**config.mk**
```make
export PLATFORM = sky130hd
export DESIGN_NAME = form_urlencoded_decoder_flat
export DESIGN_NICKNAME = d
export VERILOG_FILES = /design/src/rtl/fud_pkg.sv /design/src/rtl/fud_in_if.sv /design/src/rtl/fud_out_if.sv /design/src/rtl/fud_step.sv /design/src/rtl/form_urlencoded_decoder.sv /design/src/flat_wrapper.sv
export SDC_FILE = /design/constraint.sdc
export NUM_CORES = 1
export LEC_CHECK = 0
export BUFFER_PORTS_ARGS = -buffer_cell sky130_fd_sc_hd__buf_2
export CAP_MARGIN = 20
export CORE_UTILIZATION = 40
export DETAILED_ROUTE_END_ITERATION = 6
export PLACE_DENSITY = 0.61
export SYNTH_ARGS = -nofsm -noshare
export SYNTH_HDL_FRONTEND = slang
export SYNTH_SLANG_ARGS = --single-unit
```
**constraint.sdc**
```tcl
create_clock -name clk -period 3.7 [get_ports clk]
set_input_delay 0.185 -clock clk [delete_from_list [all_inputs] [get_ports clk]]
set_output_delay 0.185 -clock clk [all_outputs]
set_load 0.005 [all_outputs]
```
**src/rtl/fud_pkg.sv**
```systemverilog
`timescale 1ns / 1ps
// Package for the form-urlencoded decoder: character codes, decoder state
// and result types, and the hex digit rule. No dependencies.
package fud_pkg;

    // Character codes
    localparam logic [7:0] CH_PCT  = 8'h25;
    localparam logic [7:0] CH_PLUS = 8'h2B;
    localparam logic [7:0] CH_AMP  = 8'h26;
    localparam logic [7:0] CH_SEMI = 8'h3B;
    localparam logic [7:0] CH_EQ   = 8'h3D;
    localparam logic [7:0] CH_SP   = 8'h20;
    localparam logic [7:0] CH_UPA  = 8'h41;
    localparam logic [7:0] CASE_MASK = 8'hDF;
    localparam logic [7:0] ALPHA_OFFSET = 8'd55;
    localparam logic [7:0] DIGIT_OFFSET = 8'd48;

    // Percent escape progress
    typedef enum logic [1:0] {
        ESC_NONE = 2'd0,
        ESC_HIGH = 2'd1,
        ESC_LOW  = 2'd2
    } esc_phase_t;

    typedef struct packed {
        logic       part_is_value;
        esc_phase_t escape_phase;
        logic [7:0] high_digit;
        logic       pair_nonempty;
    } fud_state_t;

    localparam fud_state_t STATE_RESET = '{
        part_is_value: 1'b0,
        escape_phase:  ESC_NONE,
        high_digit:    8'd0,
        pair_nonempty: 1'b0
    };

    typedef struct packed {
        logic [7:0] out_byte;
        logic       byte_valid;
        logic       in_value;
        logic       pair_end;
        logic       bad_escape;
    } fud_result_t;

    // Unchecked hex digit value, mod 256
    function automatic logic [7:0] hex_val(input logic [7:0] c);
        logic [7:0] v;
        if (c >= CH_UPA)
        begin
            v = (c & CASE_MASK) - ALPHA_OFFSET;
        end
        else
        begin
            v = c - DIGIT_OFFSET;
        end
        return v;
    endfunction

endpackage

```
**src/rtl/fud_in_if.sv**
```systemverilog
`timescale 1ns / 1ps
// Input channel of the form-urlencoded decoder: one body byte per request.
// Depends on nothing.
interface fud_in_if;
    logic       valid;
    logic       ready;
    logic [7:0] in_byte;
    logic       last;

    modport source (output valid, output in_byte, output last, input ready);
    modport sink   (input valid, input in_byte, input last, output ready);
endinterface

```
**src/rtl/fud_out_if.sv**
```systemverilog
`timescale 1ns / 1ps
// Output channel of the form-urlencoded decoder: one decoded result per request.
// Depends on nothing.
interface fud_out_if;
    logic       valid;
    logic       ready;
    logic [7:0] out_byte;
    logic       byte_valid;
    logic       in_value;
    logic       pair_end;
    logic       bad_escape;

    modport source (output valid, output out_byte, output byte_valid, output in_value,
                    output pair_end, output bad_escape, input ready);
    modport sink   (input valid, input out_byte, input byte_valid, input in_value,
                    input pair_end, input bad_escape, output ready);
endinterface

```
**src/rtl/fud_step.sv**
```systemverilog
`timescale 1ns / 1ps
// One decode step: next decoder state and the result for one body byte.
// Depends on fud_pkg.
module fud_step (
    input  fud_pkg::fud_state_t  state,
    input  logic [7:0]           in_byte,
    input  logic                 last,
    output fud_pkg::fud_state_t  state_next,
    output fud_pkg::fud_result_t result,
    output logic                 has_result
);
    import fud_pkg::*;

    logic [7:0] c;
    logic [7:0] hv_hi;
    logic [7:0] hv_lo;
    logic [7:0] esc_byte;
    logic       valid;
    logic       bad;
    logic       pair_done;
    logic [7:0] data_byte;
    fud_state_t st;

    // '+' becomes a space before anything else
    assign c = (in_byte == CH_PLUS) ? CH_SP : in_byte;

    // Escape byte: 16 * v(hi) + v(lo), mod 256
    assign hv_hi    = hex_val(state.high_digit);
    assign hv_lo    = hex_val(c);
    assign esc_byte = {hv_hi[3:0], 4'b0000} + hv_lo;

    always_comb
    begin
        st        = state;
        valid     = 1'b0;
        bad       = 1'b0;
        pair_done = 1'b0;
        data_byte = 8'd0;
        if (in_byte == CH_AMP || in_byte == CH_SEMI)
        begin
            // Pair delimiter
            bad       = (state.escape_phase != ESC_NONE);
            pair_done = state.pair_nonempty;
            st        = STATE_RESET;
        end
        else
        begin
            st.pair_nonempty = 1'b1;
            if (c == CH_EQ && !state.part_is_value)
            begin
                // Name/value split; cuts a pending escape
                bad              = (state.escape_phase != ESC_NONE);
                st.escape_phase  = ESC_NONE;
                st.part_is_value = 1'b1;
            end
            else
            begin
                unique case (state.escape_phase)
                    ESC_HIGH:
                    begin
                        st.high_digit   = c;
                        st.escape_phase = ESC_LOW;
                    end
                    ESC_LOW:
                    begin
                        data_byte       = esc_byte;
                        valid           = 1'b1;
                        st.escape_phase = ESC_NONE;
                    end
                    default:
                    begin
                        if (c == CH_PCT)
                        begin
                            st.escape_phase = ESC_HIGH;
                        end
                        else
                        begin
                            data_byte = c;
                            valid     = 1'b1;
                        end
                    end
                endcase
            end
            // End of body closes the pair
            if (last)
            begin
                if (st.escape_phase != ESC_NONE)
                begin
                    bad = 1'b1;
                end
                pair_done = 1'b1;
                st        = STATE_RESET;
            end
        end
    end

    assign state_next        = st;
    assign result.out_byte   = data_byte;
    assign result.byte_valid = valid;
    assign result.in_value   = state.part_is_value;
    assign result.pair_end   = pair_done;
    assign result.bad_escape = bad;
    assign has_result        = valid | bad | pair_done;

endmodule

```
**src/rtl/form_urlencoded_decoder.sv**
```systemverilog
`timescale 1ns / 1ps
// Streaming decoder for an application/x-www-form-urlencoded body.
// Depends on fud_pkg, fud_in_if, fud_out_if and fud_step.
//
// Usage:
//   body   : one raw byte per request, with last marking the final byte.
//   result : at most one decoded item per body byte: a decoded byte tagged
//            name or value, a pair-end mark, and a dropped-escape flag.
//            Bytes that only advance the parser ('%', first hex digit,
//            '=' split, empty delimiters) produce no result.
//   Path: a byte accepted into the input register is decoded and loaded
//   into the output register once that register is free, and its result
//   is offered from there.
//   Throughput: one byte per cycle while results are taken; the per-byte
//   parser state is a single register updated by one short step of logic per byte.
//   Reset: clears the input and output valid flags and returns the parser to
//   the start of a name with no escape pending.
//   Stall: while a result waits unaccepted, the input register holds its
//   byte and body.ready drops once that register is full; no data is lost.
module form_urlencoded_decoder (
    input  logic        clk,
    input  logic        rst_n,
    fud_in_if.sink      body,
    fud_out_if.source   result
);
    import fud_pkg::*;

    logic        s1_valid_reg;
    logic [7:0]  s1_byte_reg;
    logic        s1_last_reg;
    fud_state_t  state_reg;
    fud_state_t  state_next;
    logic        out_valid_reg;
    fud_result_t result_reg;
    fud_result_t step_result;
    logic        step_has_result;
    logic        out_free;
    logic        s1_advance;
    logic        in_fire;

    fud_step u_step (
        .state      (state_reg),
        .in_byte    (s1_byte_reg),
        .last       (s1_last_reg),
        .state_next (state_next),
        .result     (step_result),
        .has_result (step_has_result)
    );

    // Handshake control
    assign out_free   = !out_valid_reg || result.ready;
    assign s1_advance = s1_valid_reg && out_free;
    assign body.ready = !s1_valid_reg || out_free;
    assign in_fire    = body.valid && body.ready;

    // Control and parser state
    always_ff @(posedge clk or negedge rst_n)
    begin
        if (!rst_n)
        begin
            s1_valid_reg  <= 1'b0;
            out_valid_reg <= 1'b0;
            state_reg     <= STATE_RESET;
        end
        else
        begin
            if (body.ready)
            begin
                s1_valid_reg <= body.valid;
            end
            if (s1_advance)
            begin
                state_reg <= state_next;
            end
            if (out_free)
            begin
                out_valid_reg <= s1_advance && step_has_result;
            end
        end
    end

    // Payload registers
    always_ff @(posedge clk)
    begin
        if (in_fire)
        begin
            s1_byte_reg <= body.in_byte;
            s1_last_reg <= body.last;
        end
        if (s1_advance && step_has_result && out_free)
        begin
            result_reg <= step_result;
        end
    end

    assign result.valid      = out_valid_reg;
    assign result.out_byte   = result_reg.out_byte;
    assign result.byte_valid = result_reg.byte_valid;
    assign result.in_value   = result_reg.in_value;
    assign result.pair_end   = result_reg.pair_end;
    assign result.bad_escape = result_reg.bad_escape;

    // A result always carries at least one flag
    a_result_flagged: assert property (@(posedge clk) disable iff (!rst_n)
        out_valid_reg |-> (result_reg.byte_valid || result_reg.pair_end ||
                           result_reg.bad_escape))
        else $error("result offered with no flag set");

    // Final byte of a body returns the parser to its reset state
    a_last_clears: assert property (@(posedge clk) disable iff (!rst_n)
        (s1_advance && s1_last_reg) |=> (state_reg == STATE_RESET))
        else $error("parser state not cleared after final byte");

    // Final byte always ends the pair (unless a delimiter already did)
    a_last_ends_pair: assert property (@(posedge clk) disable iff (!rst_n)
        (s1_advance && s1_last_reg && s1_byte_reg != CH_AMP && s1_byte_reg != CH_SEMI)
        |=> (out_valid_reg && result_reg.pair_end))
        else $error("final byte did not mark pair end");

endmodule

```
**src/flat_wrapper.sv**
```systemverilog
// flat-port wrapper written by rule: the top's interface ports become plain ports
module form_urlencoded_decoder_flat import fud_pkg::*;
  (clk, rst_n, body_valid, body_in_byte, body_last, body_ready, result_valid, result_out_byte, result_byte_valid, result_in_value, result_pair_end, result_bad_escape, result_ready);
  fud_in_if body_i ();
  fud_out_if result_i ();
  input  logic clk;
  input  logic rst_n;
  input wire logic [$bits(body_i.valid)-1:0] body_valid;
  input wire logic [$bits(body_i.in_byte)-1:0] body_in_byte;
  input wire logic [$bits(body_i.last)-1:0] body_last;
  output wire logic [$bits(body_i.ready)-1:0] body_ready;
  output wire logic [$bits(result_i.valid)-1:0] result_valid;
  output wire logic [$bits(result_i.out_byte)-1:0] result_out_byte;
  output wire logic [$bits(result_i.byte_valid)-1:0] result_byte_valid;
  output wire logic [$bits(result_i.in_value)-1:0] result_in_value;
  output wire logic [$bits(result_i.pair_end)-1:0] result_pair_end;
  output wire logic [$bits(result_i.bad_escape)-1:0] result_bad_escape;
  input wire logic [$bits(result_i.ready)-1:0] result_ready;
  assign body_i.valid = body_valid;
  assign body_i.in_byte = body_in_byte;
  assign body_i.last = body_last;
  assign body_ready = body_i.ready;
  assign result_valid = result_i.valid;
  assign result_out_byte = result_i.out_byte;
  assign result_byte_valid = result_i.byte_valid;
  assign result_in_value = result_i.in_value;
  assign result_pair_end = result_i.pair_end;
  assign result_bad_escape = result_i.bad_escape;
  assign result_i.ready = result_ready;
  form_urlencoded_decoder u_core (.clk(clk), .rst_n(rst_n), .body(body_i), .result(result_i));
endmodule
```
---- Yosys cells after proc, flatten, opt, wreduce, memory -nomap -nowiden ----
Cells that the tools add are included.
word-level totals
  register bits ........................... 35
  input port bits ......................... 13
  logic and storage cells ................. 72
cells by class
  add/subtract/negate cells ............... 5
  magnitude comparators ................... 2
  equal/unequal tests ..................... 8
  mux-type cells .......................... 24
  bitwise operators ....................... 2
  reduce and logical (&&, ||, !) cells .... 18
operators with widths
  kind                                                                                  number
  8-bit by 6-bit equality test with 1-bit output (second input constant)                5
  8-bit 2-to-1 mux                                                                      5
  12-bit 2-to-1 mux                                                                     2
  8-bit by 7-bit greater-or-equal comparator with 1-bit output (second input constant)  2
  8-bit case mux with 2 select lines                                                    1
  8-bit by 6-bit subtractor with 8-bit output (second input constant)                   2
  1-bit 2-to-1 mux                                                                      10
  8-bit adder                                                                           1
  2-bit 2-to-1 mux                                                                      3
  3-bit nonzero test                                                                    2
  1-bit logical AND                                                                     5
  4-bit 2-to-1 mux                                                                      1
  2-bit case mux with 2 select lines                                                    1
  2-bit nonzero test                                                                    2
  4-bit by 1-bit subtractor with 4-bit output (second input constant)                   1
  4-bit by 3-bit subtractor with 4-bit output (second input constant)                   1
  1-bit logical NOT                                                                     3
  1-bit logical OR                                                                      3
  3-bit by 2-bit inequality test with 1-bit output (second input constant)              1
  3-bit AND reduction                                                                   1
  2-bit by 1-bit equality test with 1-bit output (second input constant)                1
  2-bit equality test (second input constant)                                           1
  1-bit OR                                                                              2
  1-bit case mux with 2 select lines                                                    1
  other kinds (2)                                                                       2

---- Logic depth before layout (Yosys ltp) ----
  word-level depth ........................ 15
  depth in mapped cells ................... 16
  gate-level depth less buffers ........... 15

---- Modules after synthesis ----
Synthesis repeated with hierarchy kept, for this count alone.
unflattened totals
  cell total of the unflattened synthesis .. 222
  area, all modules ....................... 2349.8 µm²
modules (own cells, without submodules)
  module                   instances  cells an instance  area an instance (µm²)  sequential area each (µm²)
  form_urlencoded_decoder  1          57                 1234.9                  980.9
  fud_step                 1          165                1114.8                  0.0

---- Worst setup path after synthesis ----
OpenSTA, ideal clock, no wires.
  path kind ............................... register to register
  start ................................... register u_core.s1_byte_reg[7]
  end ..................................... register u_core.result_reg, in the netlist u_core.result.out_byte[7], data pin
  arrival time ............................ 2831 ps
  required time ........................... 3432 ps
  path slack .............................. 600 ps
  cell stages (with the launch flop) ...... 17
  buffers on the path ..................... 1
  cells stage by stage .................... edfxtp_1 inv_1 ha_1 and4b_1 nand2_1 a221o_1 buf_2 nand4_1 o21ai_0 a22o_1 ha_1 a21o_1 a21oi_1 xnor2_1 xnor2_1 xnor2_1 o31ai_1
on the way
  word-level cells in the longest chain between the ends .. 6
  elaborated cells on any way between the ends .. 16
RTL lines
  element                                                              RTL line                       text
  start, declared                                                      form_urlencoded_decoder.sv:29  logic [7:0] s1_byte_reg;
  start signal, assigned                                               form_urlencoded_decoder.sv:87  s1_byte_reg <= body.in_byte;
  8-bit by 6-bit equality test with 1-bit output                       fud_step.sv:25                 assign c = (in_byte == CH_PLUS) ? CH_SP : in_byte;
  8-bit 2-to-1 mux                                                     fud_step.sv:25
  8-bit by 6-bit subtractor with 8-bit output (tied with other cells)  fud_pkg.sv:56                  v = c - DIGIT_OFFSET;
  8-bit 2-to-1 mux                                                     fud_pkg.sv:50                  if (c >= CH_UPA)
  8-bit adder                                                          fud_step.sv:30                 assign esc_byte = {hv_hi[3:0], 4'b0000} + hv_lo;
  8-bit case mux with 2 select lines                                   fud_step.sv:58                 unique case (state.escape_phase)
  end signal, assigned                                                 form_urlencoded_decoder.sv:92  result_reg <= step_result;
  end, declared                                                        form_urlencoded_decoder.sv:34  fud_result_t result_reg;
Parallel ways exist; a longest one is shown, timed or not.
A chain may end at the register's enable or synchronous reset.

---- Final worst setup path ----
  start ................................... register u_core.s1_byte_reg[4]
  end ..................................... register u_core.result_reg, in the netlist u_core.result.out_byte[7], data pin
Same word-level chain as after synthesis.

==> results_dict.tcl <==
set metrics [dict create \
    clkTransAtPathRegs_ns 0.07 \
    final_nets 273 \
    drv_cap 0 \
    finalHoldWorstSlack_ns 0.07560 \
    final_antenna_net_count 0 \
    grt_setup_unrepaired "false" \
    grt_pass1_wl_mm 6.865 \
    clkSinkCount 35 \
    io_pins 27 \
    wire_per_inst_um 13.52 \
    core-area_mm2 0.005140 \
    num_vias 1591 \
    drt_drc_violations_left 0 \
    detailed_routing_iteration_count_for_the_pre_antenna_repair_pass 4 \
    setup.worst_path.class "reg2reg" \
    floorplan.initialDensity_pct 42.04 \
    floorplan.die.height_um 75.50 \
    first_global_vias 1428 \
    timing.final.crit_period_ns 3.300 \
    post_synth.cell_area_avg_um2 10.34 \
    final_worst_clock_skew_ns 0.003529 \
    die_area_mm2 0.005700 \
    synth.yosys.warnings 0 \
    tritoncts "done" \
    post-cts-setup-buffers 0 \
    endpoint_type_of_the_worst_setup_path "flip-flop" \
    numPlacedInstances 301 \
    final_antenna_diode_count 0 \
    dp.final_hpwl_mm 3.189 \
    grt_antenna_before_repair 0 \
    netlist_instances 209 \
    gp_congestion 0.8537 \
    transition_time_at_the_pin_with_the_least_slew_margin_ns 0.5087 \
    p_leak_uw 0.001086 \
    hp-class "in2reg" \
    synth-seq-cells 35 \
    clkLatencyLatePin_ns 0.28 \
    cts-root-buf "sky130_fd_sc_hd__clkbuf_8" \
    synth_sequential_area_ratio_pct 45.40 \
    final-max-slew-violation-count 0 \
    gr-total-overflow 0 \
    post_syn_nets 243 \
    cts_inserted_buffers 5 \
    largest_register_ff_count 12 \
    startpoint_type "flip-flop" \
    grt_max_degree 17 \
    timing_hold_violations_final 0 \
    fillerInstances 487 \
    irDropWorstVdd_mv 0.1966 \
    syn2layout_area_growth_pct 14.65 \
    max_freq_mhz 303.0 \
    port_buffers 26 \
    timing.critical_path.required_ns 3.73 \
    min_period_over_period_pct 89.20 \
    timing.slew.headroom_pct 65.83 \
    total_of_endpoints_with_negative_setup_slack_in_the_final_report 0 \
    status "completed" \
    drive_gt1_share_pct 17.50 \
    die_width_um 75.50 \
    arr_time_crit_path_ns 3.33 \
    cts-htree-levels 2 \
    detail_route.iter0.violations 94 \
    synthesis.area_mm2 0.002161 \
    cp_max_fo 12 \
    final_layout_setup_total_negative_slack_ns 0 \
    avgViaCountPerCell 5.132 \
    std_cell_rows 26 \
    detail_route.wirelength_mm 4.190 \
    powerDensity_mw_per_mm2 366.6 \
    finished_layout_cells 310 \
    gr-usage-all-layers_pct 16.37 \
    cts_max_path_buffers 2 \
    yosys.cell_types.count 46 \
]
-- per-stage QoR --
stage	utilization [%]	total power, uW	cell area, um2	worst slack (ns)
floorplan	-	542.5	2161	0.6002
global placement	45.89	585.6	2359	0.3580
detailed placement	45.89	585.4	2359	0.3273
CTS	48.17	917.5	2476	0.3191
global route	48.20	953.0	2477	0.1034
finish	48.20	908.1	2477	0.3997
-- routing by layer --
| metal | vias up | part of all wire (%) | global-route usage [%] |
|---|---|---|---|
| met2 | 46 | 46 | 25.10 |
| met3 | 4 | 5.3 | 3.571 |
| li1 | 813 | - | - |
| met5 | - | 0 | 0 |
| met1 | 728 | 48 | 23.26 |
| met4 | 0 | 1.0 | 4.938 |
-- logic make-up after synthesis --
logic type,count (synthesis),synth area share [%]
compound gates,50,15.63
mux,4,1.969
buf+inv,24,4.921
flops,35,45.40
xor+xnor,7,2.837
fa+ha+maj,21,12.51
simple gates,68,16.74
-- critical path, cell delays in order, from the launching register on --
cell and delay, ns:
sky130_fd_sc_hd__edfxtp_1 0.51, sky130_fd_sc_hd__inv_1 0.20, sky130_fd_sc_hd__ha_1 0.21, sky130_fd_sc_hd__nand2_1 0.06
sky130_fd_sc_hd__a21boi_0 0.28, sky130_fd_sc_hd__a221o_2 0.30, sky130_fd_sc_hd__mux2_2 0.39, sky130_fd_sc_hd__ha_1 0.27
sky130_fd_sc_hd__a21o_1 0.15, sky130_fd_sc_hd__a21oi_1 0.16, sky130_fd_sc_hd__xnor2_1 0.15, sky130_fd_sc_hd__xnor2_1 0.16
sky130_fd_sc_hd__xnor2_1 0.14, sky130_fd_sc_hd__o31ai_1 0.08
-- power breakdown --
group	switching [uW]	leakage [uW]	internal, uW
clock network	133	0.0000556	197
registers	17.7	0.000387	444
logic	66.6	0.000644	50.1
-- path summary, 6_finish.rpt --
check	start	endpoint	slack [ns]	depth (start not counted)
setup / recovery	u_core.s1_byte_reg[4]$_DFFE_PP_	u_core.result.out_byte[7]$_SDFFCE_PP0P_	0.40	13
hold / removal	body_in_byte[2]	u_core.s1_byte_reg[2]$_DFFE_PP_	0.08	1
setup reg to reg	u_core.s1_byte_reg[4]$_DFFE_PP_	u_core.result.out_byte[7]$_SDFFCE_PP0P_	0.40	13
hold reg to reg	u_core.state_reg[0]$_DFFE_PN0P_	u_core.state_reg[0]$_DFFE_PN0P_	0.48	2
max in group asynchronous	rst_n	u_core.state_reg[7]$_DFFE_PN0P_	3.10	2
min in group asynchronous	rst_n	u_core.state_reg[10]$_DFFE_PN0P_	0.34	2
-- cells in the final DEF (no fill, tap or decap), drive strengths merged, types with 8 or more instances in the layout --
master	instances
buf	29
nand2	21
edfxtp	21
ha	20
inv	17
a21oi	16
nor2	15
dfrtp	14
o21ai	8
-- area by class of cell --
type | count | area (um2) | area share, %
multi-input cells | 150 | 1075 | 43.38
flip-flops and latches | 35 | 980.9 | 39.60
repair buffers | 30 | 162.7 | 6.566
well taps | 70 | 87.58 | 3.535
clock buffers | 5 | 68.82 | 2.778
inverters | 17 | 63.81 | 2.576
clock inverters | 3 | 38.79 | 1.566
-- cells in the mapped netlist, drive strengths merged --
cell    count  area [um2]
and3b       1       8.760
edfxtp     21       630.6
o31ai       2       15.01
a32o        4       41.29
or3         2       12.51
clkbuf      4       15.01
nand2b      6       37.54
mux2        2       22.52
a21o        2       15.01
buf         3       27.52
nand4       2       12.51
or2         2       12.52
a31oi       4       25.02
a311oi      1       8.760
o21ai       8       40.04
a32oi       1       8.760
a21oi      16       80.08
xnor2       6       52.55
and2        4       25.03
ha         20       250.2
a22o        6       52.55
nor2b       2       12.51
and4        1       8.760
nor3        2       10.01
o311ai      1       8.760
nand3b      1       7.510
nor4        3       33.78
nor2       15       56.30
inv        17       63.81
nand2      21       78.83
and4b       2       20.02
fa          1       20.02
nand4b      1       8.760
a21boi      2       15.01
and3        1       6.260
a221o       2       20.02
dfrtp      14       350.3
a22oi       1       7.510
xor2        1       8.760
mux2i       2       20.02
nand3       2       10.01
-- repair_timing --
| action | 4_1_cts | 5_1_grt |
|---|---|---|
| setup endpoints to repair | 0 | 1 |
| gates resized for setup | 0 | 1 |
| hold buffers | 1 | 0 |
| hold endpoints to repair | 14 | 0 |
No activity file was read; power rests on OpenSTA's default activity.
